File: src/assert_macros.svh
// Assertion macros used by the battery thermal charge policy core.
// No dependencies; the bodies are empty when SYNTH is defined.
`ifndef ASSERT_MACROS_SVH
`define ASSERT_MACROS_SVH
`ifndef SYNTH
`define BTCP_ASSERT(lbl, prop) \
  lbl: assert property (@(posedge clk_i) disable iff (!rst_ni) prop) \
    else $error("assertion lbl failed");
`define BTCP_ASSERT_RST(lbl, prop) \
  lbl: assert property (@(posedge clk_i) prop) \
    else $error("assertion lbl failed");
`else
`define BTCP_ASSERT(lbl, prop)
`define BTCP_ASSERT_RST(lbl, prop)
`endif
`endif

File: src/btcp_pkg.sv
// Types, codes and constants for the battery thermal charge policy.
// No dependencies.
package btcp_pkg;

  localparam int ADDR_W    = 5;
  localparam int REG_IDX_W = 3;

  // APB register map, word addressed
  typedef enum logic [REG_IDX_W-1:0] {
    REG_COLD_LIMIT      = 3'd0,
    REG_NORMAL_LIMIT    = 3'd1,
    REG_WARM_LIMIT      = 3'd2,
    REG_HOT_LIMIT       = 3'd3,
    REG_VOLTAGE_LIMIT   = 3'd4,
    REG_REDUCED_CURRENT = 3'd5,
    REG_DEFAULT_CURRENT = 3'd6,
    REG_FILTER_ENABLE   = 3'd7
  } reg_idx_e;

  typedef enum logic [2:0] {
    BAND_COLD = 3'd0,
    BAND_NORM = 3'd1,
    BAND_WARM = 3'd2,
    BAND_HOT  = 3'd3,
    BAND_OVER = 3'd4
  } band_e;

  // policy state machine, one-hot
  typedef enum logic [2:0] {
    ST_NORMAL  = 3'b001,
    ST_REDUCED = 3'b010,
    ST_STOPPED = 3'b100
  } policy_state_e;

  // reported charge state
  localparam logic [1:0] CHG_NORMAL  = 2'd0;
  localparam logic [1:0] CHG_REDUCED = 2'd1;
  localparam logic [1:0] CHG_STOPPED = 2'd2;

  // transition codes
  localparam logic [2:0] TR_NONE        = 3'd0;
  localparam logic [2:0] TR_NORM_TO_RED = 3'd1;
  localparam logic [2:0] TR_NORM_TO_STP = 3'd2;
  localparam logic [2:0] TR_RED_TO_NORM = 3'd3;
  localparam logic [2:0] TR_RED_TO_STP  = 3'd4;
  localparam logic [2:0] TR_STP_TO_NORM = 3'd5;
  localparam logic [2:0] TR_STP_TO_RED  = 3'd6;

  // health codes
  localparam logic [1:0] HEALTH_GOOD     = 2'd0;
  localparam logic [1:0] HEALTH_OVERHEAT = 2'd1;
  localparam logic [1:0] HEALTH_COLD     = 2'd2;

  // repeat filter window
  localparam logic signed [7:0] FILT_TEMP_LO  = 8'sd40;
  localparam logic signed [7:0] FILT_TEMP_HI  = 8'sd50;
  localparam logic signed [8:0] FILT_DIFF_MIN = -9'sd2;
  localparam logic signed [8:0] FILT_DIFF_MAX = 9'sd3;
  localparam logic signed [7:0] TEMP_RESET    = 8'sd25;
  localparam logic [1:0]        REPEAT_RESET  = 2'd1;
  localparam logic [1:0]        REPEAT_HOLD   = 2'd2;
  localparam logic [1:0]        REPEAT_MAX    = 2'd3;

  typedef struct packed {
    logic signed [7:0] battery_temp;
    logic [22:0]       battery_voltage;
    logic              charger_present;
    logic              charger_changed;
    logic [11:0]       thermal_current;
    logic [11:0]       max_current;
  } in_t;

  typedef struct packed {
    logic [1:0]  charge_state;
    logic [2:0]  transition;
    logic        update_req;
    logic        disable_charging;
    logic [11:0] drive_current;
    logic [1:0]  health;
    logic        pseudo_charging;
  } out_t;

  typedef struct packed {
    logic signed [7:0] cold_limit;
    logic signed [7:0] normal_limit;
    logic signed [7:0] warm_limit;
    logic signed [7:0] hot_limit;
    logic [22:0]       voltage_limit;
    logic [11:0]       reduced_current;
    logic [11:0]       default_current;
    logic              filter_enable;
  } cfg_t;

  localparam cfg_t CFG_RESET = '{
    cold_limit:      -8'sd5,
    normal_limit:    8'sd41,
    warm_limit:      8'sd44,
    hot_limit:       8'sd52,
    voltage_limit:   23'd4000000,
    reduced_current: 12'd450,
    default_current: 12'd1000,
    filter_enable:   1'b1
  };

endpackage

File: src/btcp_cfg_regs.sv
// APB configuration registers of the charge policy.
// Depends on btcp_pkg.
module btcp_cfg_regs (
  input  logic                        clk_i,
  input  logic                        rst_ni,
  input  logic                        psel,
  input  logic                        penable,
  input  logic                        pwrite,
  input  logic [btcp_pkg::ADDR_W-1:0] paddr,
  input  logic [31:0]                 pwdata,
  output logic [31:0]                 prdata,
  output logic                        pready,
  output btcp_pkg::cfg_t              cfg_o
);
  import btcp_pkg::*;

  cfg_t     cfg_q, cfg_d;
  reg_idx_e idx;
  logic     wr_en;

  assign idx   = reg_idx_e'(paddr[ADDR_W-1:2]);
  assign wr_en = psel & penable & pwrite;
  assign pready = 1'b1;

  always_comb begin
    cfg_d = cfg_q;
    if (wr_en) begin
      unique case (idx)
        REG_COLD_LIMIT:      cfg_d.cold_limit      = pwdata[7:0];
        REG_NORMAL_LIMIT:    cfg_d.normal_limit    = pwdata[7:0];
        REG_WARM_LIMIT:      cfg_d.warm_limit      = pwdata[7:0];
        REG_HOT_LIMIT:       cfg_d.hot_limit       = pwdata[7:0];
        REG_VOLTAGE_LIMIT:   cfg_d.voltage_limit   = pwdata[22:0];
        REG_REDUCED_CURRENT: cfg_d.reduced_current = pwdata[11:0];
        REG_DEFAULT_CURRENT: cfg_d.default_current = pwdata[11:0];
        REG_FILTER_ENABLE:   cfg_d.filter_enable   = pwdata[0];
        default:             cfg_d = cfg_q;
      endcase
    end
  end

  always_comb begin
    unique case (idx)
      REG_COLD_LIMIT:      prdata = {24'd0, cfg_q.cold_limit};
      REG_NORMAL_LIMIT:    prdata = {24'd0, cfg_q.normal_limit};
      REG_WARM_LIMIT:      prdata = {24'd0, cfg_q.warm_limit};
      REG_HOT_LIMIT:       prdata = {24'd0, cfg_q.hot_limit};
      REG_VOLTAGE_LIMIT:   prdata = {9'd0, cfg_q.voltage_limit};
      REG_REDUCED_CURRENT: prdata = {20'd0, cfg_q.reduced_current};
      REG_DEFAULT_CURRENT: prdata = {20'd0, cfg_q.default_current};
      REG_FILTER_ENABLE:   prdata = {31'd0, cfg_q.filter_enable};
      default:             prdata = '0;
    endcase
  end

  always_ff @(posedge clk_i or negedge rst_ni) begin
    if (!rst_ni) begin
      cfg_q <= CFG_RESET;
    end else begin
      cfg_q <= cfg_d;
    end
  end

  assign cfg_o = cfg_q;

endmodule

File: src/btcp_temp_band.sv
// Warm-temperature repeat filter and five-band temperature classifier.
// Depends on btcp_pkg.
module btcp_temp_band (
  input  logic                    clk_i,
  input  logic                    rst_ni,
  input  logic                    step_i,
  input  btcp_pkg::cfg_t          cfg_i,
  input  logic signed [7:0]       temp_i,
  output btcp_pkg::band_e         band_o
);
  import btcp_pkg::*;

  logic signed [7:0] prev_q, prev_d;
  logic [1:0]        rpt_q, rpt_d;
  logic signed [8:0] diff;
  logic              in_win;
  logic [1:0]        rpt_inc;
  logic signed [7:0] filt_temp;
  logic signed [7:0] use_temp;

  assign diff   = {temp_i[7], temp_i} - {prev_q[7], prev_q};
  assign in_win = (temp_i >= FILT_TEMP_LO) && (temp_i <= FILT_TEMP_HI) &&
                  (diff > FILT_DIFF_MIN) && (diff < FILT_DIFF_MAX);

  always_comb begin
    rpt_inc = rpt_q;
    if ((temp_i == prev_q) && (rpt_q < REPEAT_MAX)) begin
      rpt_inc = rpt_q + 2'd1;
    end
    if (in_win) begin
      if (rpt_inc >= REPEAT_HOLD) begin
        rpt_d     = REPEAT_RESET;
        filt_temp = temp_i;
      end else begin
        rpt_d     = rpt_inc;
        filt_temp = prev_q;
      end
    end else begin
      rpt_d     = REPEAT_RESET;
      filt_temp = temp_i;
    end
  end

  assign use_temp = cfg_i.filter_enable ? filt_temp : temp_i;
  assign prev_d   = filt_temp;

  // first match wins, so out-of-order limits still give one band
  always_comb begin
    priority if (use_temp > cfg_i.hot_limit) begin
      band_o = BAND_OVER;
    end else if (use_temp > cfg_i.warm_limit) begin
      band_o = BAND_HOT;
    end else if (use_temp > cfg_i.normal_limit) begin
      band_o = BAND_WARM;
    end else if (use_temp > cfg_i.cold_limit) begin
      band_o = BAND_NORM;
    end else begin
      band_o = BAND_COLD;
    end
  end

  always_ff @(posedge clk_i or negedge rst_ni) begin
    if (!rst_ni) begin
      prev_q <= TEMP_RESET;
      rpt_q  <= REPEAT_RESET;
    end else if (step_i && cfg_i.filter_enable) begin
      prev_q <= prev_d;
      rpt_q  <= rpt_d;
    end
  end

endmodule

File: src/btcp_policy.sv
// Charge policy state machine, current selection and update-request logic.
// Depends on btcp_pkg.
module btcp_policy (
  input  logic            clk_i,
  input  logic            rst_ni,
  input  logic            step_i,
  input  btcp_pkg::cfg_t  cfg_i,
  input  btcp_pkg::in_t   item_i,
  input  btcp_pkg::band_e band_i,
  output btcp_pkg::out_t  res_o
);
  import btcp_pkg::*;

  policy_state_e state_q, state_d, state_start;
  logic          pseudo_q, pseudo_d;
  logic          last_chg_q, last_chg_d;
  logic [11:0]   last_cur_q;
  logic          chg_evt, attach;
  logic          high_v;
  logic [2:0]    trans;
  logic [11:0]   cur;
  logic [1:0]    chg_st;
  logic [11:0]   min_max, min_red;

  assign chg_evt    = (item_i.charger_present != last_chg_q) | item_i.charger_changed;
  assign attach     = chg_evt & item_i.charger_present;
  assign last_chg_d = chg_evt ? item_i.charger_present : last_chg_q;
  assign high_v     = item_i.battery_voltage >= cfg_i.voltage_limit;

  // a charger attach restarts from normal before the update
  assign state_start = attach ? ST_NORMAL : state_q;

  always_comb begin
    state_d  = state_start;
    pseudo_d = pseudo_q;
    trans    = TR_NONE;
    unique case (state_start)
      ST_NORMAL: begin
        if ((band_i == BAND_OVER) || (band_i == BAND_COLD)) begin
          trans = TR_NORM_TO_STP; pseudo_d = 1'b0; state_d = ST_STOPPED;
        end else if (band_i == BAND_HOT) begin
          if (high_v) begin
            trans = TR_NORM_TO_STP; pseudo_d = 1'b1; state_d = ST_STOPPED;
          end else begin
            trans = TR_NORM_TO_RED; pseudo_d = 1'b0; state_d = ST_REDUCED;
          end
        end
      end
      ST_REDUCED: begin
        if (band_i == BAND_OVER) begin
          trans = TR_RED_TO_STP; pseudo_d = 1'b0; state_d = ST_STOPPED;
        end else if ((band_i == BAND_COLD) || (band_i == BAND_NORM)) begin
          trans = TR_RED_TO_NORM; pseudo_d = 1'b0; state_d = ST_NORMAL;
        end else if (high_v) begin
          trans = TR_RED_TO_STP; pseudo_d = 1'b1; state_d = ST_STOPPED;
        end
      end
      ST_STOPPED: begin
        if ((band_i == BAND_NORM) || (band_i == BAND_WARM)) begin
          trans = TR_STP_TO_NORM; pseudo_d = 1'b0; state_d = ST_NORMAL;
        end else if (band_i == BAND_HOT) begin
          if (!high_v) begin
            trans = TR_STP_TO_RED; pseudo_d = 1'b0; state_d = ST_REDUCED;
          end else begin
            pseudo_d = 1'b1;
          end
        end else if (band_i == BAND_OVER) begin
          pseudo_d = 1'b0;
        end
      end
      default: begin
        state_d = state_start;
      end
    endcase
  end

  assign min_max = (item_i.thermal_current <= item_i.max_current) ?
                   item_i.thermal_current : item_i.max_current;
  assign min_red = (item_i.thermal_current <= cfg_i.reduced_current) ?
                   item_i.thermal_current : cfg_i.reduced_current;

  always_comb begin
    unique case (state_d)
      ST_NORMAL: begin
        cur    = min_max;
        chg_st = CHG_NORMAL;
      end
      ST_REDUCED: begin
        cur    = min_red;
        chg_st = CHG_REDUCED;
      end
      ST_STOPPED: begin
        cur    = cfg_i.default_current;
        chg_st = CHG_STOPPED;
      end
      default: begin
        cur    = cfg_i.default_current;
        chg_st = CHG_STOPPED;
      end
    endcase
  end

  always_comb begin
    res_o.charge_state     = chg_st;
    res_o.transition       = trans;
    res_o.update_req       = attach | (cur != last_cur_q);
    res_o.disable_charging = (state_d == ST_STOPPED);
    res_o.drive_current    = cur;
    res_o.pseudo_charging  = pseudo_d;
    unique case (band_i)
      BAND_OVER: res_o.health = HEALTH_OVERHEAT;
      BAND_COLD: res_o.health = HEALTH_COLD;
      default:   res_o.health = HEALTH_GOOD;
    endcase
  end

  always_ff @(posedge clk_i or negedge rst_ni) begin
    if (!rst_ni) begin
      state_q    <= ST_NORMAL;
      pseudo_q   <= 1'b0;
      last_chg_q <= 1'b0;
      last_cur_q <= '0;
    end else if (step_i) begin
      state_q    <= state_d;
      pseudo_q   <= pseudo_d;
      last_chg_q <= last_chg_d;
      last_cur_q <= cur;
    end
  end

endmodule

File: src/battery_thermal_charge_policy_core.sv
// Top level of the battery thermal charge policy: input stage, policy logic
// and result register. Depends on btcp_pkg, btcp_cfg_regs, btcp_temp_band,
// btcp_policy and assert_macros.svh.
//
// Usage
// - Input channel (in_valid_i / in_ready_o / in_data_i) carries one battery
//   sample per transfer; output channel (out_valid_o / out_ready_i /
//   out_data_o) returns exactly one result per sample, in order.
// - A sample accepted into the input register has its result loaded into the
//   result register once that register is free or drains, and out_valid_o
//   rises with that load.
// - Throughput: one sample per clock while out_ready_i is high. The whole
//   policy update (filter, band compare, state machine, current select) is a
//   single combinational pass between the input and result registers.
// - Stall: while out_ready_i is low the result is held; the input register
//   still takes one more sample, so in_ready_o drops only once both the
//   input stage and the result register are full.
// - Reset (rst_ni low, asynchronous) empties both stages, puts the policy in
//   the normal state and loads the register defaults.
// - Configuration goes through the APB port (pready always high, registers at byte
//   address 4*index); the user must change it only while the block is idle (not enforced).
`include "assert_macros.svh"
module battery_thermal_charge_policy_core (
  input  logic                        clk_i,
  input  logic                        rst_ni,
  input  logic                        in_valid_i,
  output logic                        in_ready_o,
  input  btcp_pkg::in_t               in_data_i,
  output logic                        out_valid_o,
  input  logic                        out_ready_i,
  output btcp_pkg::out_t              out_data_o,
  input  logic                        psel,
  input  logic                        penable,
  input  logic                        pwrite,
  input  logic [btcp_pkg::ADDR_W-1:0] paddr,
  input  logic [31:0]                 pwdata,
  output logic [31:0]                 prdata,
  output logic                        pready
);
  import btcp_pkg::*;

  cfg_t  cfg;
  in_t   in_q;
  logic  s1_valid_q;
  logic  s1_adv;
  logic  step;
  band_e band;
  out_t  res;
  out_t  out_q;
  logic  out_valid_q;

  btcp_cfg_regs u_cfg (
    .clk_i   (clk_i),
    .rst_ni  (rst_ni),
    .psel    (psel),
    .penable (penable),
    .pwrite  (pwrite),
    .paddr   (paddr),
    .pwdata  (pwdata),
    .prdata  (prdata),
    .pready  (pready),
    .cfg_o   (cfg)
  );

  // input stage moves on whenever the result register is free or drains
  assign s1_adv     = ~out_valid_q | out_ready_i;
  assign step       = s1_valid_q & s1_adv;
  assign in_ready_o = ~s1_valid_q | s1_adv;

  always_ff @(posedge clk_i or negedge rst_ni) begin
    if (!rst_ni) begin
      s1_valid_q <= 1'b0;
    end else if (in_ready_o) begin
      s1_valid_q <= in_valid_i;
    end
  end

  always_ff @(posedge clk_i) begin
    if (in_valid_i && in_ready_o) begin
      in_q <= in_data_i;
    end
  end

  btcp_temp_band u_band (
    .clk_i  (clk_i),
    .rst_ni (rst_ni),
    .step_i (step),
    .cfg_i  (cfg),
    .temp_i (in_q.battery_temp),
    .band_o (band)
  );

  btcp_policy u_policy (
    .clk_i  (clk_i),
    .rst_ni (rst_ni),
    .step_i (step),
    .cfg_i  (cfg),
    .item_i (in_q),
    .band_i (band),
    .res_o  (res)
  );

  // result register; policy state advances in the same edge as the load
  always_ff @(posedge clk_i or negedge rst_ni) begin
    if (!rst_ni) begin
      out_valid_q <= 1'b0;
    end else if (s1_adv) begin
      out_valid_q <= s1_valid_q;
    end
  end

  always_ff @(posedge clk_i) begin
    if (step) begin
      out_q <= res;
    end
  end

  assign out_valid_o = out_valid_q;
  assign out_data_o  = out_q;

  `BTCP_ASSERT_RST(a_reset_empties_output, !rst_ni |-> !out_valid_q)
  `BTCP_ASSERT(a_ready_low_only_when_full, !in_ready_o |-> s1_valid_q && out_valid_q)
  `BTCP_ASSERT(a_stalled_item_kept, s1_valid_q && !s1_adv |=> s1_valid_q)
  `BTCP_ASSERT(a_overheat_stops, out_valid_q && out_q.health == HEALTH_OVERHEAT |-> out_q.charge_state == CHG_STOPPED)
  `BTCP_ASSERT(a_cold_never_reduced, out_valid_q && out_q.health == HEALTH_COLD |-> out_q.charge_state != CHG_REDUCED)

endmodule

File: config.mk
export PLATFORM = sky130hd
export DESIGN_NAME = battery_thermal_charge_policy_core
export DESIGN_NICKNAME = d
export VERILOG_FILES = /design/src/btcp_pkg.sv /design/src/btcp_cfg_regs.sv /design/src/btcp_temp_band.sv /design/src/btcp_policy.sv /design/src/battery_thermal_charge_policy_core.sv
export VERILOG_INCLUDE_DIRS = /design/src /design/src/src
export SDC_FILE = /design/constraint.sdc
export NUM_CORES = 1
export LEC_CHECK = 0
export BUFFER_PORTS_ARGS = -buffer_cell sky130_fd_sc_hd__buf_2
export CELL_PAD_IN_SITES_DETAIL_PLACEMENT = 0
export CELL_PAD_IN_SITES_GLOBAL_PLACEMENT = 1
export CORE_UTILIZATION = 30
export DETAILED_ROUTE_END_ITERATION = 16
export PLACE_DENSITY = 0.62
export SYNTH_ARGS = -nofsm -noshare
export SYNTH_HDL_FRONTEND = slang
export SYNTH_HIERARCHICAL = 1
export SYNTH_SLANG_ARGS = --single-unit
File: constraint.sdc
create_clock -name clk_i -period 9.75 [get_ports clk_i]
set_input_delay 1.95 -clock clk_i [delete_from_list [all_inputs] [get_ports clk_i]]
set_output_delay 1.95 -clock clk_i [all_outputs]
set_load 0.02 [all_outputs]
After elaboration in Yosys (flattened, before gate mapping)
Index checks and enable logic that the tools add are counted.
Word-level totals
  flip-flop bits (word level): 188
  input bits: 101
  output and inout port bits: 57
  logic and storage cells: 141
Cells by class
  add/subtract/negate cells: 2
  bitwise logic cells: 10
  reduce and logical (&&, ||, !) cells: 20
  equal/unequal tests: 20
  order comparisons: 13
  multiplexer cells: 47
Operators with widths (count)
  32-bit one-hot mux with 8 select lines: 1
  3-bit 2-to-1 mux: 21
  8-bit greater-than comparator: 4
  12-bit <= comparator: 2
  12-bit 2-to-1 mux: 2
  8-bit 2-to-1 mux: 3
  12-bit one-hot mux with 2 select lines: 1
  23-bit greater-or-equal comparator: 1
  3-bit == test, second input constant: 7
  3-bit by 2-bit == test with 1-bit output, second input constant: 6
  3-bit one-hot mux with 3 select lines: 2
  2-bit AND reduction: 9
  3-bit by 1-bit == test with 1-bit output, second input constant: 4
  12-bit != test: 1
  1-bit 2-to-1 mux: 10
  9-bit by 2-bit greater-than comparator with 1-bit output, second input constant: 1
  9-bit by 3-bit less-than comparator with 1-bit output, second input constant: 1
  8-bit by 8-bit subtractor with 9-bit output: 1
  8-bit == test: 1
  8-bit by 7-bit greater-or-equal comparator with 1-bit output, second input constant: 1
  8-bit by 7-bit <= comparator with 1-bit output, second input constant: 1
  2-bit 2-to-1 mux: 4
  2-bit one-hot mux with 2 select lines: 2
  1-bit logical AND: 6
  other kinds (10): 20

Longest topological paths before layout
  depth in word-level cells: 21
  mapped depth: 31
  gate-level depth less buffers: 28

By module
Netlist, hierarchy kept.
Modules (own cells, without submodules)
  btcp_cfg_regs: times used 1, cells each 301, area an instance 3868.7 µm², sequential area each 2044.5 µm²
  btcp_policy: times used 1, cells each 374, area an instance 2980.4 µm², sequential area each 426.7 µm²
  battery_thermal_charge_policy_core: times used 1, cells each 87, area an instance 2476.1 µm², sequential area each 2422.3 µm²
  btcp_temp_band: times used 1, cells each 227, area an instance 1893.1 µm², sequential area each 255.2 µm²

Worst setup path before layout
No wires, ideal clock.
  kind: register -> register
  from: reg u_band.prev_q[0]
  to: reg out_q, in the netlist out_data_o[16], data pin
  library setup time: 271 ps
  arrival: 6743 ps
  period minus slack after synthesis: 7014 ps
  slack: 2736 ps
  required time: 9479 ps
  cell stages (with the launch flop): 29
  buffers on the path: 3
  cells stage by stage: dfstp_2 > ha_1 > inv_1 > fa_1 > and3_1 > or3_1 > a22oi_1 > or4b_1 > o22ai_2 > nand2_2 > mux2_1 > ha_1 > or4_1 > a211oi_1 > o22ai_1 > a211o_1 > a21oi_1 > buf_4 > nor2_1 > nor4_2 > a211oi_2 > or3_1 > buf_6 > o21a_1 > buf_6 > a222oi_1 > xnor2_1 > nor4_1 > nand4_1
RTL lines
  start: declaration: RTL line btcp_temp_band.sv:13  | logic signed [7:0] prev_q, prev_d;
  start signal: assignment: RTL line btcp_temp_band.sv:67  | prev_q <= prev_d;
  end signal: assignment: RTL line battery_thermal_charge_policy_core.sv:114  | out_q <= res;
  end: declaration: RTL line battery_thermal_charge_policy_core.sv:49  | out_t out_q;

==> impl_metrics.env <==
export IMPL_power_density_nw_per_um2=217
export IMPL_timing_final_crit_share_pct=84.6
export IMPL_rr_endpoint="out_data_o[16]"
export IMPL_vias_per_cell=4.96
export IMPL_start_kind="flip-flop"
export IMPL_yosysWarnings=6
export IMPL_start_util_pct=30.6
export IMPL_hold_ws_ns=0.511
export IMPL_maxSlewViolCount=0
export IMPL_post_cts_resize_count=0
export IMPL_ys_flop_type="edfxtp_1"
export IMPL_area_delta_synth_final_pct=14.6
export IMPL_tns_ns=0
export IMPL_reg2reg_slack_ns=1.50
export IMPL_cp_top_family="simple AND/OR/NAND/NOR gates"
export IMPL_place_hpwl_um=21400
export IMPL_synth_edff_count=79
export IMPL_p_leak_nw=5.59
export IMPL_critPathArrivalTime_ns=8.42
export IMPL_die_x_um=195
export IMPL_grt_overflow=0
export IMPL_regToRegStartpoint="in_q[49]"
export IMPL_path_class="reg2reg"
export IMPL_dieHeight_um=195
export IMPL_numCtsBuffers=17
export IMPL_rsz0062_at_grt="no"
export IMPL_first_pass_iters=5
export IMPL_fmax_mhz=121
export IMPL_grt_usage_pct=15.6
export IMPL_critPathCapture="out_data_o[16]"
export IMPL_syn_area_per_cell_um2=11.3
export IMPL_peakVddDrop_uv=124
export IMPL_finalInstanceArea_um2=12900
export IMPL_drc=0
export IMPL_rows=70
export IMPL_postCtsSetupBuffers=0
export IMPL_cap_violations=0
export IMPL_crit_start="in_q[49]"
export IMPL_cts_num_sinks=188
export IMPL_ant_nets=0
export IMPL_final_cell_mix="buf_2, inv_1, mux2_2"
export IMPL_worstPathRequired_ns=9.92
export IMPL_hold_class="reg2reg"
export IMPL_synthArstFlopShare_pct=58.0
export IMPL_slowest_delay_ns=0.55
export IMPL_finalClockSkew_ns=0.0215
export IMPL_synth_seq_cells=188
export IMPL_finalWirelength_um=28800
export IMPL_endpoint_kind="flip-flop"
export IMPL_wl_per_cell_um=18.0
export IMPL_first_global_vias=7993
export IMPL_r2r_cells=27
export IMPL_max_slew_margin_pct=14.8
export IMPL_status="finished, final reports clean"
export IMPL_core_um2=36700
export IMPL_drive_above_1_share_pct=30.0
export IMPL_netlist_instances=989
export IMPL_yosys_cell_types_count=86
export IMPL_crit_cells=27
export IMPL_final_common_cell="buf_2"
export IMPL_synth_area_um2=11200
export IMPL_n_fill_cell=3658
export IMPL_finalHoldViolCount=0
export IMPL_cts_tree="yes"
export IMPL_clk_pin_slew_ns=0.07
export IMPL_cts_path_max_buffers=2
export IMPL_placedInstanceArea_um2=12300
export IMPL_setup_violations=0
export IMPL_cp_max_fo=13
export IMPL_critPathSlowestCell="or4_1"
export IMPL_diodes=0
export IMPL_io_pins=158
export IMPL_clk_latency_ns=0.45
export IMPL_worst_pin_slew_ns=1.27
export IMPL_min_period_ns=8.25
export IMPL_yosysSeqAreaShare_pct=45.9
export IMPL_grt_pass1_wl_um=45700
export IMPL_clockRootBuffer="clkbuf_16"
export IMPL_antenna_found_initial=1
export IMPL_finalNetCount=1305
export IMPL_place_congestion=0.783
export IMPL_drtIter0Drc=511
export IMPL_vias=7913
export IMPL_worstPathBufferInverterCount=3
export IMPL_grt_start_max_net_pins=72
export IMPL_holdBufCountCts=0
export IMPL_dieArea_um2=38200
export IMPL_htreeDepth=4
export IMPL_portBuffers=136
-- worst min-delay path by stage --
stage / cells after the start / end / slack, ns / startpoint
after CTS: 1 / u_policy/last_chg_q / 0.52 / u_policy/last_chg_q
after floorplan: 1 / u_band/prev_q[1] / 0.47 / u_band/prev_q[1]
after global routing: 1 / u_policy/last_chg_q / 0.54 / u_policy/last_chg_q
after global placement: 1 / u_band/prev_q[1] / 0.49 / u_band/prev_q[1]
after detailed placement: 1 / u_policy/last_chg_q / 0.50 / u_policy/last_chg_q
final: 1 / u_policy/last_chg_q / 0.51 / u_policy/last_chg_q
-- Yosys cell counts, types with 3 or more instances --
master / number / share of area (%)
a211o_1: 10 / 0.78
a211oi_1: 10 / 0.67
a21boi_0: 3 / 0.20
a21o_1: 15 / 1.0
a21oi_1: 39 / 1.7
a221o_1: 6 / 0.54
a221oi_1: 5 / 0.39
a221oi_2: 3 / 0.40
a222oi_1: 8 / 0.71
a22o_1: 5 / 0.39
a22oi_1: 7 / 0.47
a41oi_1: 3 / 0.23
and2_1: 20 / 1.1
and3_1: 5 / 0.28
buf_2: 7 / 0.31
buf_4: 19 / 1.3
buf_6: 3 / 0.30
clkbuf_1: 13 / 0.44
dfrtp_1: 70 / 16
dfstp_2: 39 / 9.1
edfxtp_1: 79 / 21
ha_1: 88 / 9.8
inv_1: 103 / 3.4
mux2_1: 9 / 0.90
mux2_2: 97 / 9.7
mux2i_1: 26 / 2.3
nand2_1: 27 / 0.90
nand2b_1: 14 / 0.78
nand3_1: 11 / 0.49
nand4_1: 13 / 0.72
nor2_1: 52 / 1.7
nor2_2: 4 / 0.22
nor2b_1: 15 / 0.84
nor3_1: 9 / 0.40
nor3b_1: 3 / 0.20
o2111ai_1: 3 / 0.23
o211ai_1: 14 / 0.94
o21a_1: 5 / 0.33
o21ai_0: 36 / 1.6
o221ai_1: 5 / 0.39
o22ai_1: 5 / 0.28
or3_1: 6 / 0.33
or4_1: 4 / 0.27
xnor2_1: 11 / 0.86
xor2_1: 5 / 0.39
-- cells by family after synthesis --
logic type / synth area share (%)
and+or+nand+nor: 11.0
AOI/OAI and AO/OA: 13.0
muxes: 13.0
DFF: 45.9
other: 0.0669
buffers and inverters: 5.88
adders and majority gates: 9.99
xor gates and xnor gates: 1.25
-- per-stage QoR --
stage               setup WS (ns)  power (W)  util (%)  cells
floorplan                    2.74    0.00186         -    997
global placement             1.59    0.00212      33.5   1564
detailed placement           1.56    0.00213      33.5   1564
CTS                          1.55    0.00283      35.0   1596
global route                 1.03    0.00299      35.0   1596
finish                       1.50    0.00279      35.0   1596
-- registers in the layout, indices dropped and copies added, names as in the netlist --
name	count
u_band/prev_q	8
u_policy/last_chg_q	1
u_band/rpt_q	2
u_policy/pseudo_q	1
u_cfg/cfg_o	80
out_data_o	22
out_valid_o	1
in_q	57
u_policy/state_q	3
u_policy/last_cur_q	12
s1_valid_q	1
-- area by class of cell --
cell class	count	area (µm²)	share of cell area [%]
multi-input cells	661	5440	42.3
flip-flops and latches	188	5150	40.0
repair buffers	143	736	5.72
well taps	468	586	4.55
clock buffers	17	425	3.31
inverters	104	390	3.04
clock inverters	15	133	1.03
-- per-layer routing --
layer	global-route usage [%]	wire length, µm	vias to the layer above	share of wire, %
li1	-	-	3873	-
met3	2.69	816	17	2.8
met5	0	0	-	0
met4	4.49	418	0	1.5
met1	21.0	13700	3882	48
met2	25.7	13800	141	48
-- where the power goes --
group | switching [W] | internal, W
logic | 0.000558 | 0.000419
clock network | 0.000342 | 0.000336
registers | 0.000124 | 0.00101
No activity file was read; power rests on OpenSTA's default activity.
